### config.mk
export PLATFORM = sky130hd
export DESIGN_NAME = isa_extension_finder_flat
export DESIGN_NICKNAME = d
export VERILOG_FILES = /design/src/hw/rtl/iext_pkg.sv /design/src/hw/rtl/iext_channels.sv /design/src/hw/rtl/isa_extension_finder.sv /design/src/flat_wrapper.sv
export SDC_FILE = /design/constraint.sdc
export NUM_CORES = 1
export LEC_CHECK = 0
export BUFFER_PORTS_ARGS = -buffer_cell sky130_fd_sc_hd__buf_2
export CORE_MARGIN = 2
export CORE_UTILIZATION = 60
export DETAILED_ROUTE_END_ITERATION = 16
export MAX_ROUTING_LAYER = met4
export PLACE_DENSITY = 0.91
export SYNTH_ARGS = -nofsm -noshare
export SYNTH_HDL_FRONTEND = slang
export SYNTH_SLANG_ARGS = --single-unit
### constraint.sdc
create_clock -name clk -period 4.4 [get_ports clk]
set_input_delay 0.88 -clock clk [delete_from_list [all_inputs] [get_ports clk]]
set_output_delay 0.88 -clock clk [all_outputs]
set_load 0.1 [all_outputs]
### src/hw/rtl/iext_pkg.sv
// Shared types, character codes and helpers for the ISA extension finder.
// No dependencies.
package iext_pkg;

    typedef logic [7:0] char_t;

    // Configuration register indexes
    typedef enum logic [0:0] {
        CFG_QUERY_NAME   = 1'b0,
        CFG_QUERY_LENGTH = 1'b1
    } cfg_index_t;

    localparam char_t CH_NUL  = 8'h00;
    localparam char_t CH_ZERO = 8'h30;
    localparam char_t CH_NINE = 8'h39;
    localparam char_t CH_UC_A = 8'h41;
    localparam char_t CH_UC_Z = 8'h5a;
    localparam char_t CH_US   = 8'h5f;
    localparam char_t CH_LC_A = 8'h61;
    localparam char_t CH_P    = 8'h70;
    localparam char_t CH_S    = 8'h73;
    localparam char_t CH_X    = 8'h78;
    localparam char_t CH_Z    = 8'h7a;
    localparam char_t CASE_BIT = 8'h20;

    function automatic char_t to_lower(input char_t c);
        return (c >= CH_UC_A && c <= CH_UC_Z) ? (c | CASE_BIT) : c;
    endfunction

    function automatic logic is_alpha(input char_t c);
        char_t l;
        l = to_lower(c);
        return (l >= CH_LC_A && l <= CH_Z);
    endfunction

    function automatic logic is_digit(input char_t c);
        return (c >= CH_ZERO && c <= CH_NINE);
    endfunction

endpackage

### src/hw/rtl/iext_channels.sv
// Valid/ready channel interfaces: ISA string characters in, search result out.
// Depends on iext_pkg.
interface iext_char_if
    import iext_pkg::*;
();
    logic  valid;
    logic  ready;
    char_t ch;
    logic  final_char;

    modport source (output valid, output ch, output final_char, input ready);
    modport sink   (input valid, input ch, input final_char, output ready);
endinterface

interface iext_result_if;
    logic        valid;
    logic        ready;
    logic        found;
    logic [15:0] major_version;
    logic [15:0] minor_version;

    modport source (output valid, output found, output major_version, output minor_version,
                    input ready);
    modport sink   (input valid, input found, input major_version, input minor_version,
                    output ready);
endinterface

### src/hw/rtl/isa_extension_finder.sv
// Top level of the ISA extension finder: character parser and result register.
// Depends on iext_pkg and the channel interfaces in iext_channels.sv.
//
// Usage:
//   chars  : one ISA string character per word, final_char set on the last one.
//   result : one word per string, sent after the word with final_char set;
//            found plus the major/minor version of the first matching extension.
//   wr_*   : query name (index CFG_QUERY_NAME) and length (CFG_QUERY_LENGTH),
//            written while no string is in flight.
// Throughput is one character per cycle while chars.ready is high; the parser
// state updates in the cycle the character is accepted. The result word is held
// in the result register and is valid in the cycle after the final character.
// The result register parts the two sides: chars.ready drops only while a
// result word is held and the receiver has not taken it; then characters
// wait with it.
// Reset clears the parser to the start of a string, the query name to zero
// and the query length to one. After each result the parser returns to the
// start of a string by itself.
module isa_extension_finder
    import iext_pkg::*;
#(
    parameter int NAME_CHARS   = 8,
    parameter int VERSION_BITS = 16,
    parameter int PREFIX_LEN   = 4
) (
    input  logic              clk,
    input  logic              rst_n,
    iext_char_if.sink         chars,
    iext_result_if.source     result,
    input  logic              wr_en,
    input  cfg_index_t        wr_index,
    input  logic [63:0]       wr_data
);

    typedef enum logic [2:0] {
        PH_PREFIX,
        PH_START,
        PH_RUN,
        PH_NAMED,
        PH_MAJOR,
        PH_MINOR,
        PH_TAIL,
        PH_DONE
    } phase_t;

    typedef logic [VERSION_BITS-1:0] ver_t;

    localparam phase_t PH_RESET = (PREFIX_LEN == 0) ? PH_START : PH_PREFIX;
    localparam logic [3:0] POS_MAX = 4'hf;

    // Decimal accumulate, saturating at all ones
    function automatic ver_t accum(input ver_t acc, input logic [3:0] d);
        logic [VERSION_BITS+3:0] wide;
        wide = ({4'b0, acc} << 3) + ({4'b0, acc} << 1) + (VERSION_BITS+4)'(d);
        return (wide[VERSION_BITS+3:VERSION_BITS] != 4'b0) ? '1 : wide[VERSION_BITS-1:0];
    endfunction

    logic [63:0] query_name_reg;
    logic [3:0]  query_length_reg;

    phase_t      phase_reg, phase_next;
    logic [2:0]  prefix_count_reg, prefix_count_next;
    logic [3:0]  pos_reg, pos_next;
    logic        matching_reg, matching_next;
    ver_t        major_reg, major_next;
    ver_t        minor_reg, minor_next;
    logic        latched_reg, latched_next;
    ver_t        latched_major_reg, latched_major_next;
    ver_t        latched_minor_reg, latched_minor_next;

    logic        out_valid_reg;
    logic        out_found_reg, out_found_next;
    logic [15:0] out_major_reg, out_major_next;
    logic [15:0] out_minor_reg, out_minor_next;

    logic        accept;
    logic        hit_first, hit_pos;
    char_t       query_char;

    assign chars.ready = !out_valid_reg || result.ready;
    assign accept      = chars.valid && chars.ready;

    assign query_char = query_name_reg[{pos_reg[2:0], 3'b000} +: 8];
    assign hit_first  = (query_length_reg != 4'd0)
                        && (to_lower(query_name_reg[7:0]) == to_lower(chars.ch));
    assign hit_pos    = (pos_reg < query_length_reg) && (pos_reg < 4'(NAME_CHARS))
                        && (to_lower(query_char) == to_lower(chars.ch));

    always_comb
    begin
        logic do_close;
        logic do_tail;
        logic do_begin;
        logic do_cmp;
        logic end_hit;
        logic [31:0] maj_wide;
        logic [31:0] min_wide;

        do_close = 1'b0;
        do_tail  = 1'b0;
        do_begin = 1'b0;
        do_cmp   = 1'b0;
        end_hit  = 1'b0;
        maj_wide = '0;
        min_wide = '0;

        phase_next         = phase_reg;
        prefix_count_next  = prefix_count_reg;
        pos_next           = pos_reg;
        matching_next      = matching_reg;
        major_next         = major_reg;
        minor_next         = minor_reg;
        latched_next       = latched_reg;
        latched_major_next = latched_major_reg;
        latched_minor_next = latched_minor_reg;
        out_found_next     = out_found_reg;
        out_major_next     = out_major_reg;
        out_minor_next     = out_minor_reg;

        if (accept)
        begin
            priority if (phase_reg == PH_PREFIX)
            begin
                prefix_count_next = prefix_count_reg + 3'd1;
                if ({1'b0, prefix_count_reg} + 4'd1 >= 4'(PREFIX_LEN))
                    phase_next = PH_START;
            end
            else if (phase_reg == PH_DONE)
            begin
                phase_next = PH_DONE;
            end
            else if (chars.ch == CH_NUL)
            begin
                // NUL ends the string; rest up to the final word is ignored
                do_close   = (phase_reg == PH_RUN) || (phase_reg == PH_NAMED)
                             || (phase_reg == PH_MAJOR) || (phase_reg == PH_MINOR);
                phase_next = PH_DONE;
            end
            else
            begin
                unique case (phase_reg)
                    PH_START:
                        do_begin = 1'b1;
                    PH_RUN, PH_NAMED:
                    begin
                        if (phase_reg == PH_RUN && is_alpha(chars.ch))
                            do_cmp = 1'b1;
                        else if (is_digit(chars.ch))
                        begin
                            major_next = accum('0, chars.ch[3:0]);
                            phase_next = PH_MAJOR;
                        end
                        else
                        begin
                            do_close = 1'b1;
                            do_tail  = 1'b1;
                        end
                    end
                    PH_MAJOR:
                    begin
                        if (is_digit(chars.ch))
                            major_next = accum(major_reg, chars.ch[3:0]);
                        else if (chars.ch == CH_P)
                            phase_next = PH_MINOR;
                        else
                        begin
                            do_close = 1'b1;
                            do_tail  = 1'b1;
                        end
                    end
                    PH_MINOR:
                    begin
                        if (is_digit(chars.ch))
                            minor_next = accum(minor_reg, chars.ch[3:0]);
                        else
                        begin
                            do_close = 1'b1;
                            do_tail  = 1'b1;
                        end
                    end
                    PH_TAIL:
                        do_tail = 1'b1;
                    default:
                        phase_next = phase_reg;
                endcase
            end

            // close uses the values of the extension that just ended
            if (do_close && !latched_reg && matching_reg && pos_reg == query_length_reg)
            begin
                latched_next       = 1'b1;
                latched_major_next = major_reg;
                latched_minor_next = minor_reg;
            end

            if (do_tail)
            begin
                if (chars.ch == CH_US)
                    phase_next = PH_TAIL;
                else
                    do_begin = 1'b1;
            end

            if (do_begin)
            begin
                pos_next      = 4'd1;
                matching_next = hit_first;
                major_next    = '0;
                minor_next    = '0;
                phase_next    = (to_lower(chars.ch) == CH_S || to_lower(chars.ch) == CH_X
                                 || to_lower(chars.ch) == CH_Z) ? PH_RUN : PH_NAMED;
            end

            if (do_cmp)
            begin
                matching_next = matching_reg && hit_pos;
                pos_next      = (pos_reg == POS_MAX) ? POS_MAX : pos_reg + 4'd1;
            end

            if (chars.final_char)
            begin
                end_hit = ((phase_next == PH_RUN) || (phase_next == PH_NAMED)
                           || (phase_next == PH_MAJOR) || (phase_next == PH_MINOR))
                          && !latched_next && matching_next && pos_next == query_length_reg;
                if (latched_next)
                begin
                    maj_wide = 32'(latched_major_next);
                    min_wide = 32'(latched_minor_next);
                end
                else if (end_hit)
                begin
                    maj_wide = 32'(major_next);
                    min_wide = 32'(minor_next);
                end
                out_found_next = latched_next || end_hit;
                out_major_next = maj_wide[15:0];
                out_minor_next = min_wide[15:0];

                phase_next         = PH_RESET;
                prefix_count_next  = '0;
                pos_next           = '0;
                matching_next      = 1'b0;
                major_next         = '0;
                minor_next         = '0;
                latched_next       = 1'b0;
                latched_major_next = '0;
                latched_minor_next = '0;
            end
        end
    end

    always_ff @(posedge clk or negedge rst_n)
    begin
        if (!rst_n)
        begin
            query_name_reg    <= '0;
            query_length_reg  <= 4'd1;
            phase_reg         <= PH_RESET;
            prefix_count_reg  <= '0;
            pos_reg           <= '0;
            matching_reg      <= 1'b0;
            major_reg         <= '0;
            minor_reg         <= '0;
            latched_reg       <= 1'b0;
            latched_major_reg <= '0;
            latched_minor_reg <= '0;
            out_valid_reg     <= 1'b0;
            out_found_reg     <= 1'b0;
            out_major_reg     <= '0;
            out_minor_reg     <= '0;
        end
        else
        begin
            if (wr_en)
            begin
                unique case (wr_index)
                    CFG_QUERY_NAME:   query_name_reg   <= wr_data;
                    CFG_QUERY_LENGTH: query_length_reg <= wr_data[3:0];
                    default:          query_name_reg   <= query_name_reg;
                endcase
            end
            phase_reg         <= phase_next;
            prefix_count_reg  <= prefix_count_next;
            pos_reg           <= pos_next;
            matching_reg      <= matching_next;
            major_reg         <= major_next;
            minor_reg         <= minor_next;
            latched_reg       <= latched_next;
            latched_major_reg <= latched_major_next;
            latched_minor_reg <= latched_minor_next;
            if (accept && chars.final_char)
                out_valid_reg <= 1'b1;
            else if (result.ready)
                out_valid_reg <= 1'b0;
            // payload changes only with a final character
            out_found_reg     <= out_found_next;
            out_major_reg     <= out_major_next;
            out_minor_reg     <= out_minor_next;
        end
    end

    assign result.valid         = out_valid_reg;
    assign result.found         = out_found_reg;
    assign result.major_version = out_major_reg;
    assign result.minor_version = out_minor_reg;

`ifndef SYNTHESIS
    a_final_gives_result: assert property (@(posedge clk) disable iff (!rst_n)
        chars.valid && chars.ready && chars.final_char |=> result.valid)
        else $error("final character did not produce a result");

    a_no_spurious_result: assert property (@(posedge clk) disable iff (!rst_n)
        chars.valid && chars.ready && !chars.final_char && !result.valid |=> !result.valid)
        else $error("result without a final character");

    a_not_found_zero: assert property (@(posedge clk) disable iff (!rst_n)
        result.valid && !result.found |-> result.major_version == 16'd0
                                          && result.minor_version == 16'd0)
        else $error("versions nonzero without a match");

    a_stall_blocks_input: assert property (@(posedge clk) disable iff (!rst_n)
        result.valid && !result.ready |-> !chars.ready)
        else $error("input taken while result is stalled");
`endif

endmodule
### src/flat_wrapper.sv
// flat-port wrapper written by rule: the top's interface ports become plain ports
module isa_extension_finder_flat import iext_pkg::*;
#(
    parameter int NAME_CHARS   = 8,
    parameter int VERSION_BITS = 16,
    parameter int PREFIX_LEN   = 4
)
  (clk, rst_n, wr_en, wr_index, wr_data, chars_valid, chars_ch, chars_final_char, chars_ready, result_valid, result_found, result_major_version, result_minor_version, result_ready);
  iext_char_if chars_i ();
  iext_result_if result_i ();
  input  logic clk;
  input  logic rst_n;
  input  logic wr_en;
  input  cfg_index_t wr_index;
  input  logic [63:0] wr_data;
  input wire logic [$bits(chars_i.valid)-1:0] chars_valid;
  input wire logic [$bits(chars_i.ch)-1:0] chars_ch;
  input wire logic [$bits(chars_i.final_char)-1:0] chars_final_char;
  output wire logic [$bits(chars_i.ready)-1:0] chars_ready;
  output wire logic [$bits(result_i.valid)-1:0] result_valid;
  output wire logic [$bits(result_i.found)-1:0] result_found;
  output wire logic [$bits(result_i.major_version)-1:0] result_major_version;
  output wire logic [$bits(result_i.minor_version)-1:0] result_minor_version;
  input wire logic [$bits(result_i.ready)-1:0] result_ready;
  assign chars_i.valid = chars_valid;
  assign chars_i.ch = chars_ch;
  assign chars_i.final_char = chars_final_char;
  assign chars_ready = chars_i.ready;
  assign result_valid = result_i.valid;
  assign result_found = result_i.found;
  assign result_major_version = result_i.major_version;
  assign result_minor_version = result_i.minor_version;
  assign result_i.ready = result_ready;
  isa_extension_finder #(.NAME_CHARS(NAME_CHARS), .VERSION_BITS(VERSION_BITS), .PREFIX_LEN(PREFIX_LEN)) u_core (.clk(clk), .rst_n(rst_n), .chars(chars_i), .result(result_i), .wr_en(wr_en), .wr_index(wr_index), .wr_data(wr_data));
endmodule
# Word level (Yosys, flattened, before mapping)
# Index checks and enable logic that the tools add are counted.
[totals] ff_bits=178 out_inout_bits=35 wordCells=188
[op_classes] addsub=7 magnitude_cmp=13 eq_ne=21 shift=1 n_mux=87 bitwise_logic=1 reduce_logical=43
[op_table] cell="2-to-1 mux 16 bit" count=25
[op_table] cell="variable part select 64 x 7 -> 8 bit" count=1
[op_table] cell="2-to-1 mux 3 bit" count=15
[op_table] cell="adder 19 x 17 -> 20 bit" count=2
[op_table] cell="adder 20 x 4 -> 20 bit" count=2
[op_table] cell="== test 8 x 7 -> 1 bit (second input constant)" count=5
[op_table] cell="2-to-1 mux 1 bit" count=35
[op_table] cell=">= comparator 8 x 7 -> 1 bit (second input constant)" count=4
[op_table] cell="<= comparator 8 x 7 -> 1 bit (second input constant)" count=4
[op_table] cell="one-hot mux 16 bit (2 select lines)" count=1
[op_table] cell="2-to-1 mux 4 bit" count=5
[op_table] cell="== test 3 bit (second input constant)" count=6
[op_table] cell="logical AND 1 bit" count=18
[op_table] cell="2-to-1 mux 6 bit" count=3
[op_table] cell="== test 8 bit" count=2
[op_table] cell="== test 3 x 2 -> 1 bit (second input constant)" count=4
[op_table] cell="nonzero test 4 bit" count=3
[op_table] cell="logical OR 1 bit" count=10
[op_table] cell="== test 4 bit" count=2
[op_table] cell=">= comparator 8 x 6 -> 1 bit (second input constant)" count=1
[op_table] cell="<= comparator 8 x 6 -> 1 bit (second input constant)" count=1
[op_table] cell="logical NOT 8 bit" count=1
[op_table] cell="AND reduction 2 bit" count=4
[op_table] cell="one-hot mux 3 bit (2 select lines)" count=1
[op_table] cell="other kinds (15)" count=18

# Logic depth before layout (Yosys ltp)
# Gate-level depths: netlist of run 1.
[depth] word_depth=25 mapped_depth=13

# Least setup slack after synthesis of run 1
# OpenSTA, ideal clock, no wires.
[synth_path] path_type="input -> register" from="in chars_ch[3]" to="reg u_core.out_major_reg[7] (netlist: u_core.result.major_version[7])" arrival_time_ps=4121 required_time_ps=4263 setup_slack_ps=143 cell_stages=12 path_buffers=1 path_cell_list="fa_1 > fa_1 > a211oi_1 > nor2_1 > o21ai_1 > o21ai_0 > a2111oi_1 > and2_1 > clkbuf_1 > a21oi_1 > a221oi_1 > a2111oi_1"
[synth_via] elab_chain_cells=25
[synth_rtl] element="from (decl)" line_no="flat_wrapper.sv:17" text="input wire logic [$bits(chars_i.ch)-1:0] chars_ch;"
[synth_rtl] element=">= comparator 8 x 7 -> 1 bit / <= comparator 8 x 7 -> 1 bit (equally long branches)" line_no="iext_pkg.sv:27" text="return (c >= CH_UC_A && c <= CH_UC_Z) ? (c | CASE_BIT) : c;"
[synth_rtl] element="logical AND 1 bit" line_no="iext_pkg.sv:27"
[synth_rtl] element="2-to-1 mux 6 bit" line_no="iext_pkg.sv:27"
[synth_rtl] element=">= comparator 8 x 7 -> 1 bit / <= comparator 8 x 7 -> 1 bit (equally long branches)" line_no="iext_pkg.sv:33" text="return (l >= CH_LC_A && l <= CH_Z);"
[synth_rtl] element="logical AND 1 bit" line_no="iext_pkg.sv:33"
[synth_rtl] element="logical AND 1 bit" line_no="isa_extension_finder.sv:146" text="if (phase_reg == PH_RUN && is_alpha(chars.ch))"
[synth_rtl] element="2-to-1 mux 1 bit" line_no="isa_extension_finder.sv:146"
[synth_rtl] element="one-hot mux 1 bit (4 select lines)" line_no="isa_extension_finder.sv:141" text="unique case (phase_reg)"
[synth_rtl] element="(+6 left out)"
[synth_rtl] element="2-to-1 mux 3 bit" line_no="isa_extension_finder.sv:204" text="if (do_begin)"
[synth_rtl] element="2-to-1 mux 3 bit" line_no="isa_extension_finder.sv:120" text="if (accept)"
[synth_rtl] element="== test 3 x 2 -> 1 bit" line_no="isa_extension_finder.sv:222" text="end_hit = ((phase_next == PH_RUN) || (phase_next == PH_NAMED)"
[synth_rtl] element="logical OR 1 bit" line_no="isa_extension_finder.sv:222"
[synth_rtl] element="logical OR 1 bit (2 in series)" line_no="isa_extension_finder.sv:223" text="|| (phase_next == PH_MAJOR) || (phase_next == PH_MINOR))"
[synth_rtl] element="logical AND 1 bit (3 in series)" line_no="isa_extension_finder.sv:224" text="&& !latched_next && matching_next && pos_next == query_length_reg;"
[synth_rtl] element="2-to-1 mux 16 bit" line_no="isa_extension_finder.sv:230" text="else if (end_hit)"
[synth_rtl] element="2-to-1 mux 16 bit (*)" line_no="isa_extension_finder.sv:225" text="if (latched_next)"
[synth_rtl] element="to (signal assigned)" line_no="isa_extension_finder.sv:297" text="out_major_reg <= out_major_next;"
[synth_rtl] element="to (decl)" line_no="isa_extension_finder.sv:73" text="logic [15:0] out_major_reg, out_major_next;"
# Every way passes the cells marked *; elsewhere a longest branch is shown, timed or not. The select of a mux whose other input is x is not followed.
# A chain may end at the register's enable or synchronous reset.

# Worst setup path in the final report of run 1
[layout_path] from="reg u_core.pos_reg[1]" to="reg u_core.out_minor_reg[2] (netlist: u_core.result.minor_version[2])"
[layout_via] elab_chain_cells=13
[layout_rtl] element="from (decl)" line_no="isa_extension_finder.sv:63" text="logic [3:0] pos_reg, pos_next;"
[layout_rtl] element="from (signal assigned)" line_no="isa_extension_finder.sv:284" text="pos_reg <= pos_next;"
[layout_rtl] element="variable part select 64 x 7 -> 8 bit" line_no="isa_extension_finder.sv:83" text="assign query_char = query_name_reg[{pos_reg[2:0], 3'b000} +: 8];"
[layout_rtl] element=">= comparator 8 x 7 -> 1 bit / <= comparator 8 x 7 -> 1 bit (equally long branches)" line_no="iext_pkg.sv:27"
[layout_rtl] element="logical AND 1 bit" line_no="iext_pkg.sv:27"
[layout_rtl] element="2-to-1 mux 6 bit" line_no="iext_pkg.sv:27"
[layout_rtl] element="== test 8 bit" line_no="isa_extension_finder.sv:87" text="&& (to_lower(query_char) == to_lower(chars.ch));"
[layout_rtl] element="logical AND 1 bit" line_no="isa_extension_finder.sv:87"
[layout_rtl] element="logical AND 1 bit" line_no="isa_extension_finder.sv:216" text="matching_next = matching_reg && hit_pos;"
[layout_rtl] element="2-to-1 mux 1 bit" line_no="isa_extension_finder.sv:214" text="if (do_cmp)"
[layout_rtl] element="2-to-1 mux 1 bit" line_no="isa_extension_finder.sv:120"
[layout_rtl] element="logical AND 1 bit (2 in series)" line_no="isa_extension_finder.sv:224"
[layout_rtl] element="2-to-1 mux 16 bit" line_no="isa_extension_finder.sv:230"
[layout_rtl] element="2-to-1 mux 16 bit (*)" line_no="isa_extension_finder.sv:225"
[layout_rtl] element="to (signal assigned)" line_no="isa_extension_finder.sv:298" text="out_minor_reg <= out_minor_next;"
[layout_rtl] element="to (decl)" line_no="isa_extension_finder.sv:74" text="logic [15:0] out_minor_reg, out_minor_next;"
# Marks and branches as above.

==> metrics.txt, run 1 <==
port bufs=106; worst reg2reg startpoint=u_core.pos_reg[1]; Die Width=139 um; drt pass-1 iters=6; clock latency on the worst-skew pair=0.45 ns; Final nets=1338; Max VDD drop=378 uV; hold path depth=2; Post-Synthesis Cells=1090; DR WL/cell=21.1 um; Worst setup SP type=flip-flop; Fin. Hold Viols=0; Initial Util=60.9%; CP Buf/Inv Count=0; status=complete, no violations; max FFs per register=57; Worst R2R Setup Slack=0.37 ns; ys async rst share=100%; Die Span Y=139 um; Arr. time, crit path=4.37 ns; max frequency=248 MHz; GRT Overall Usage=32.6%; ratio of cells with drive above 1 in the final layout=23.1%; H-tree levels=4; first-pass GRT wire length=49500 um; ys flop type=dfrtp_1; Crit path required time=4.74 ns; r2r endpoint=u_core.result.minor_version[2]; setup bufs post-CTS=0; worst r2r path cells=9; Leak=5.63 nW; Hold Path Class=reg2reg; hold_sp=u_core.result.minor_version[3]; most common cell after layout, fill and taps aside=dfrtp_1; CP max FO=17; CP Class=reg2reg; #FFs+latches synth=171; Top delay family on crit path=simple AND/OR/NAND/NOR gates; design area=12400 um^2; largest net degree at the start of global routing=112; Synth cell types=81; CTS Buffer Depth=2; Final Cycle Share=91.5%; Total Wirelength=30100 um; total power draw=4.55 mW; sequential area share after synthesis=39.2%; CTS Hold Bufs=0; fillcell total=1289; CTS tree=yes; CP max-delay cell=dfrtp_1; unrepaired setup endpoints after global routing=false; Core Region=17900 um^2; DRT iter0 DRCs=1057; synthesized net count=1241; slew margin rel.=26.3%; clock skew=0.0172 ns; Setup Viol. Count Final=0; actual transition at the worst max-transition pin=1.11 ns; max cap viols=0; post-place instance area=11700 um^2; initial antenna violation count=2; FP Rows=49; io pins=114; die area=19300 um^2; Num CTS Buffers=17; clock root buffer=clkbuf_16; Hold Path Sink=u_core.result.minor_version[3]; via count=9599; post-DR vias/cell=6.71; DRC=0; YS warnings=0; minimum clock period=4.03 ns; Cell Chain, Critical Path=mux4_2, mux2i_1, xor2_1, nand4_1, nor4_1, a311oi_2, nor4_4, nor2_1, o41ai_2; vias in the first global route=9877; Antenna Nets Post-Route=0; Post-synth EDFFs=0; Synth Area per Inst=10.0 um^2; clk slew on worst S/H paths=0.07 ns; Layout area overhead=13.3%; PD cells=368 nW/um^2; post-CTS sizing=0; GPL Wtd Cong=0.937; Post-DP HPWL=20900 um; Core Util, Final=69.0%; Fin Setup TNS=0 ns; Slew Viols, Final=0; most frequent cells in the layout=dfrtp_1, buf_2, nor2_1, a21oi_1, ha_1; grt ovf=0; CP peak stage delay=1.07 ns; CTS sink cnt=171; Worst Setup End Kind=flip-flop; area of the mapped netlist=10900 um^2
## metrics by stage
step	setup WS, ns	cells	hold WS (ns)
after floorplan	0.143	1090	0.472
after global placement	0.106	1397	0.463
after detailed placement	0.0286	1397	0.474
after CTS	0.355	1429	0.490
after global routing	0.142	1431	0.511
final	0.372	1431	0.484
## kinds of logic (layout without fill, tap and decap cells)
| kind of cell | after synthesis | after routing | synth area share, % |
|---|---|---|---|
| flip-flops | 171 | 171 | 39.2 |
| AO/OA/AOI/OAI | 350 | 350 | 22.6 |
| AND/OR/NAND/NOR | 283 | 283 | 12.8 |
| adder cells (fa/ha/maj) | 72 | 72 | 8.53 |
| multiplexers | 86 | 86 | 10.2 |
| XOR/XNOR | 38 | 38 | 3.05 |
| other | 0 | 2 | 0 |
| buffers and inverters | 90 | 200 | 3.57 |
## cell type report
cell class                 instances  area [um^2]  share of cell area [%]
clock buffer                      18          439                    3.55
multi-input combinational        829         6260                    50.6
timing repair buffer             145          830                    6.71
clock inverter                    14          174                    1.41
tap                              229          287                    2.32
sequential                       171         4280                    34.6
inverter                          23         86.3                   0.699
antenna                            2         5.00                  0.0405
## worst max path at each step
| stage | cells after the start | slack [ns] | from | endpoint |
|---|---|---|---|---|
| 6_report | 9 | 0.37 | u_core.pos_reg[1] | u_core.result.minor_version[2] |
| 5_1_grt | 9 | 0.14 | u_core.pos_reg[1] | u_core.result.minor_version[2] |
| 4_1_cts | 9 | 0.35 | u_core.pos_reg[1] | u_core.result.minor_version[2] |
| 3_5_place_dp | 12 | 0.03 | chars_ch[3] | u_core.result.major_version[7] |
| 3_3_place_gp | 12 | 0.11 | chars_ch[3] | u_core.result.minor_version[8] |
| 2_1_floorplan | 12 | 0.14 | chars_ch[3] | u_core.result.major_version[7] |
## worst register-to-register path, delay by kind of cell (launching register included)
family | cells | cell delay [ns]
xor gates and xnor gates | 1 | 0.24
AOI/OAI and AO/OA | 2 | 0.49
muxes | 2 | 0.90
and+or+nand+nor | 4 | 1.23
DFF | 1 | 1.07
## synthesized netlist by cell type, types with 15 or more instances
master,number,area (um^2)
nor3_1,15,75.1
nand3_1,19,95.1
o21a_1,16,120
mux2_2,62,698
nor2_1,97,364
a21oi_1,76,380
clkbuf_1,46,173
nand2b_1,19,119
o21ai_0,60,300
a221oi_1,16,140
ha_1,68,851
a211oi_1,17,128
nand2_1,66,248
dfrtp_1,170,4250
inv_1,22,82.6
xnor2_1,21,184
xor2_1,17,149
o22ai_1,18,113
a22o_1,40,350
## power breakdown
part	internal [mW]	leakage (nW)	switching, mW
combinational	0.384	3.12	0.772
sequential	1.71	2.22	0.131
clock	0.829	0.293	0.727
## layer usage
metal	GRT usage, %	up-vias	part of all wire (%)
met4	14.8	0	3.1
met1	40.1	4687	40
met5	-	-	0
li1	-	4312	-
met3	7.84	102	7.8
met2	51.5	498	49
Power figures use the tool's default switching activity.
==> inputs of run 2 (changes only) <==
- BUFFER_PORTS_ARGS: -buffer_cell sky130_fd_sc_hd__buf_2 -> -buffer_cell sky130_fd_sc_hd__buf_4
- clock period: 4.4 -> 5.15 ns (I/O delays scaled with it)
==> metrics.txt, run 2 (synthesis results as in run 1) <==
post-DR vias/cell=6.78 (+1.0%); DRT iter0 DRCs=988 (-6.5%); Slew Viols, Final=0 (unchanged); Leak=5.60 nW (-0.55%); clk slew on worst S/H paths=0.08 ns (about the same); max cap viols=0 (unchanged); Total Wirelength=29400 um (-2.6%); largest net degree at the start of global routing=97 (-13%); H-tree levels=4 (unchanged); CTS Hold Bufs=0 (unchanged); Final nets=1317 (-1.6%); Max VDD drop=325 uV (-14%); Worst Setup End Kind=flip-flop; most common cell after layout, fill and taps aside=dfrtp_1; Arr. time, crit path=4.82 ns (+0.45 ns); Core Util, Final=69.6% (+0.58 points); ratio of cells with drive above 1 in the final layout=21.7% (-1.4 points); CTS tree=yes; io pins=114 (unchanged); GPL Wtd Cong=0.943 (+0.70%); clock skew=0.0146 ns (-0.00257 ns); setup bufs post-CTS=0 (unchanged); post-CTS sizing=0 (unchanged); fillcell total=1283 (-0.47%); Num CTS Buffers=17 (unchanged); Core Region=17900 um^2 (unchanged); Die Width=139 um (unchanged); clock root buffer=clkbuf_16; CP Class=in2reg; PD cells=309 nW/um^2 (-16%); CTS sink cnt=171 (unchanged); max frequency=221 MHz; actual transition at the worst max-transition pin=1.12 ns (+0.0117 ns); Die Span Y=139 um (unchanged); drt pass-1 iters=6 (unchanged); DRC=0 (unchanged); grt ovf=0 (unchanged); number of diodes=0 (-2); max FFs per register=57 (unchanged); CTS Buffer Depth=2 (unchanged); GRT Overall Usage=31.6% (-0.98 points); via count=9543 (-0.58%); Fin Setup TNS=0 ns (unchanged); Final Cycle Share=87.8%; clock latency on the worst-skew pair=0.44 ns (about the same); slew margin rel.=25.5% (-0.78 points); Antenna Nets Post-Route=0 (unchanged); Crit path required time=5.44 ns (+0.70 ns); Fin. Hold Viols=0 (unchanged); FP Rows=49 (unchanged); status=complete, no violations; Worst setup SP type=input port; port bufs=106 (unchanged); Hold Path Class=reg2reg; die area=19300 um^2 (unchanged); Layout area overhead=14.2%; first-pass GRT wire length=48300 um (-2.4%); Setup Viol. Count Final=0 (unchanged); total power draw=3.86 mW (-15%); vias in the first global route=9681 (-2.0%); Post-DP HPWL=20300 um (-2.7%); most frequent cells in the layout=dfrtp_1, buf_4, nor2_1, a21oi_1, ha_1; Initial Util=60.9% (unchanged); DR WL/cell=20.9 um (-0.97%); CP max FO=9 (-8); minimum clock period=4.52 ns; initial antenna violation count=0 (-2); unrepaired setup endpoints after global routing=false
## run 2: power by group
part | switching, mW | leakage, nW | total, mW | internal, mW
sequential | 0.108 | 2.22 | 1.57 | 1.46
combinational | 0.653 | 3.10 | 1.00 | 0.350
clock | 0.633 | 0.285 | 1.29 | 0.654
## run 2: through the flow
stage | instance area [um^2] | instances | hold slack, ns | setup slack, ns
CTS | 12500 | 1408 | 0.487 | 0.753
finish | 12500 | 1408 | 0.484 | 0.626
floorplan | 10900 | 1090 | 0.472 | 0.743
global placement | 11900 | 1376 | 0.477 | 0.421
global route | 12500 | 1408 | 0.518 | 0.408
detailed placement | 11900 | 1376 | 0.471 | 0.375
## run 2: final timing paths
| kind | depth (start not counted) | to | slack (ns) | startpoint |
|---|---|---|---|---|
| worst min register to register | 2 | u_core.result.minor_version[3] | 0.48 | u_core.result.minor_version[3] |
| min in group asynchronous | 1 | u_core.result.minor_version[4] | 0.68 | rst_n |
| worst max-delay path | 12 | u_core.result.major_version[10] | 0.63 | chars_ch[3] |
| worst max register to register | 11 | u_core.result.major_version[10] | 0.90 | u_core.major_reg[0] |
| worst min-delay path | 2 | u_core.result.minor_version[3] | 0.48 | u_core.result.minor_version[3] |
| max in group asynchronous | 2 | u_core.query_name_reg[7] | 3.56 | rst_n |
## run 2: area by class of cell
class,count,area (um^2),share of cell area (%)
Timing Repair Buffer,124,947,7.60
Clock inverter,15,171,1.38
Clock buffer,17,425,3.41
Multi-Input combinational cell,829,6260,50.3
Tap cell,229,287,2.30
Sequential cell,171,4280,34.4
Inverter,23,86.3,0.693
## run 2: metal layers
| metal | GRT usage [%] | up-vias | routed length (um) |
|---|---|---|---|
| met4 | 12.9 | 0 | 915 |
| met2 | 50.1 | 504 | 14100 |
| met3 | 7.63 | 84 | 2560 |
| met1 | 39.3 | 4681 | 11800 |
| met5 | - | - | 0 |
| li1 | - | 4274 | - |
## run 2: critical path: stages
cell and delay (ns):
buf_4 0.18, fa_1 0.54, fa_1 0.52, a211oi_1 0.28, nor2_1 0.12, o21ai_1 0.45, o21ai_0 0.15, a2111oi_1 0.67
and2_1 0.38, a211oi_1 0.13, a21oi_1 0.25, a211oi_1 0.12
==> inputs of run 3 (changes only) <==
- PLACE_DENSITY: 0.91 -> default
- PLACE_DENSITY_LB_ADDON: default -> 0.12
==> metrics.txt, run 3 (synthesis results as in run 1) <==
Arr. time, crit path=4.68 ns (-0.14 ns); CTS tree=yes; CP max FO=9 (unchanged); worst r2r path cells=11 (unchanged); actual transition at the worst max-transition pin=1.02 ns (-0.101 ns); post-place instance area=11900 um^2 (+0.72%); Worst R2R Setup Slack=1.05 ns (+0.15 ns); CTS Buffer Depth=2 (unchanged); post-DR vias/cell=6.39 (-5.8%); setup bufs post-CTS=0 (unchanged); clock root buffer=clkbuf_16; Num CTS Buffers=17 (unchanged); first-pass GRT wire length=47600 um (-1.5%); Antenna Nets Post-Route=0 (unchanged); vias in the first global route=9110 (-5.9%); Slew Viols, Final=0 (unchanged); most frequent cells in the layout=dfrtp_1, buf_4, nor2_1, a21oi_1, ha_1; post-CTS sizing=0 (unchanged); CTS Hold Bufs=0 (unchanged); via count=9074 (-4.9%); Crit path required time=5.44 ns (about the same); routed length on met1=12900 um (+9.8%); Total Wirelength=29300 um (-0.25%); clock latency on the worst-skew pair=0.44 ns (about the same); largest net degree at the start of global routing=108 (+11%); Core Util, Final=70.0% (+0.44 points); Core Region=17900 um^2 (unchanged); clock skew=0.00922 ns (-0.00538 ns); hold path depth=2 (unchanged); status=complete, no violations; Post-DP HPWL=20600 um (+1.4%); Worst Setup End Kind=flip-flop; max FFs per register=57 (unchanged); hold_sp=u_core.result.minor_version[2]; Hold Path Sink=u_core.result.minor_version[2]; pre-CTS WS=0.419 ns (+0.0440 ns); DRT iter0 DRCs=633 (-36%); DRC=0 (unchanged); slew margin rel.=32.0% (+6.5 points); io pins=114 (unchanged); internal power=2.48 mW (+0.85%); design area=12500 um^2 (+0.63%); GPL Wtd Cong=0.975 (+3.4%); ratio of cells with drive above 1 in the final layout=22.6% (+0.85 points); Initial Util=60.9% (unchanged); Comb power frac=26.2% (+0.2 points); max cap viols=0 (unchanged); r2r endpoint=u_core.result.major_version[13]; number of diodes=0 (unchanged); FP Rows=49 (unchanged); Cell Chain, Critical Path=buf_4, fa_1, fa_1, a211oi_1, nor2_1, o21ai_1, o21ai_0, a2111oi_1, and2_1, a211oi_1, a21oi_1, a211oi_1; die area=19300 um^2 (unchanged); CTS sink cnt=171 (unchanged); clk slew on worst S/H paths=0.07 ns (about the same); WL met3=1850 um (-28%); GRT Overall Usage=31.7% (+0.11 points); max frequency=228 MHz (+3.2%); Die Span Y=139 um (unchanged); port bufs=106 (unchanged); PD cells=308 nW/um^2 (-0.56%); Worst setup SP type=input port; Hold Path Class=reg2reg; fin worst setup slack=0.767 ns (+0.140 ns); Layout area overhead=15.0%; CP Class=in2reg; Max VDD drop=298 uV (-8.3%); grt ovf=0 (unchanged); CP peak stage delay=0.54 ns (-0.13 ns); Final Cycle Share=85.1% (-2.7 points); crit-path most repeated cell=a211oi_1; Setup Viol. Count Final=0 (unchanged); Die Width=139 um (unchanged); Top Layer Used=met4; Fin. Hold Viols=0 (unchanged); Final Non-Filler Cells=1421 (+0.92%); Clk pwr share=33.2% (-0.2 points); Reg power frac=40.6% (about the same); switching power summed over all nets=1.38 mW (-1.3%); Final nets=1330 (+0.99%); minimum clock period=4.38 ns (-0.140 ns); DR WL/cell=20.6 um (-1.2%); H-tree levels=4 (unchanged); drt pass-1 iters=5 (-1); CP max-delay cell=fa_1; sw frac=35.7% (-0.50 points); unrepaired setup endpoints after global routing=false; wire length on met2=13900 um (-1.5%); Fin Setup TNS=0 ns (unchanged); Leak=5.66 nW (+1.1%); worst reg2reg startpoint=u_core.major_reg[2]; most common cell after layout, fill and taps aside=dfrtp_1; placed cell count=1389 (+0.94%); initial antenna violation count=0 (unchanged)
## run 3: per-stage QoR
step	total power, mW	hold WS (ns)
6_report	3.86	0.485
3_5_place_dp	2.59	0.464
4_1_cts	3.87	0.488
5_1_grt	4.02	0.507
3_3_place_gp	2.57	0.469
2_1_floorplan	2.28	0.472
## run 3: metal layers
layer,vias up,GRT usage [%]
li1,4293,-
met1,4448,41.8
met2,289,49.9
met3,44,6.66
met4,0,9.73
met5,-,-
## run 3: cell type report
cell class                 count  area (um^2)
clock inverter                14          151
inverter                      23         86.3
clock buffer                  18          439
fill                        1381         5360
timing repair buffer         137         1030
tap                          229          287
sequential                   171         4280
multi-input combinational    829         6260
## run 3: worst max path at each step
stage	start	endpoint	slack (ns)	depth (start not counted)
global placement	chars_ch[3]	u_core.result.major_version[13]	0.44	12
floorplan	chars_ch[3]	u_core.result.major_version[7]	0.74	12
finish	chars_ch[3]	u_core.result.major_version[13]	0.77	12
global route	chars_ch[3]	u_core.result.minor_version[10]	0.54	13
detailed placement	chars_ch[3]	u_core.result.minor_version[10]	0.42	13
CTS	chars_ch[3]	u_core.result.minor_version[10]	0.86	13
## run 3: critical path: cells and delay by family
kind | cells | cell delay [ns]
AO/OA/AOI/OAI | 7 | 1.92
adder cells (fa/ha/maj) | 2 | 1.04
AND/OR/NAND/NOR | 2 | 0.49
buffers and inverters | 1 | 0.18
## run 3: power groups by stage
stage	Sequential [mW]	Combinational (mW)	Clock [mW]
2_1_floorplan	1.74	0.542	0
3_3_place_gp	1.58	0.990	0
3_5_place_dp	1.59	1.00	0
4_1_cts	1.56	1.01	1.30
5_1_grt	1.58	1.08	1.35
6_report	1.56	1.01	1.28
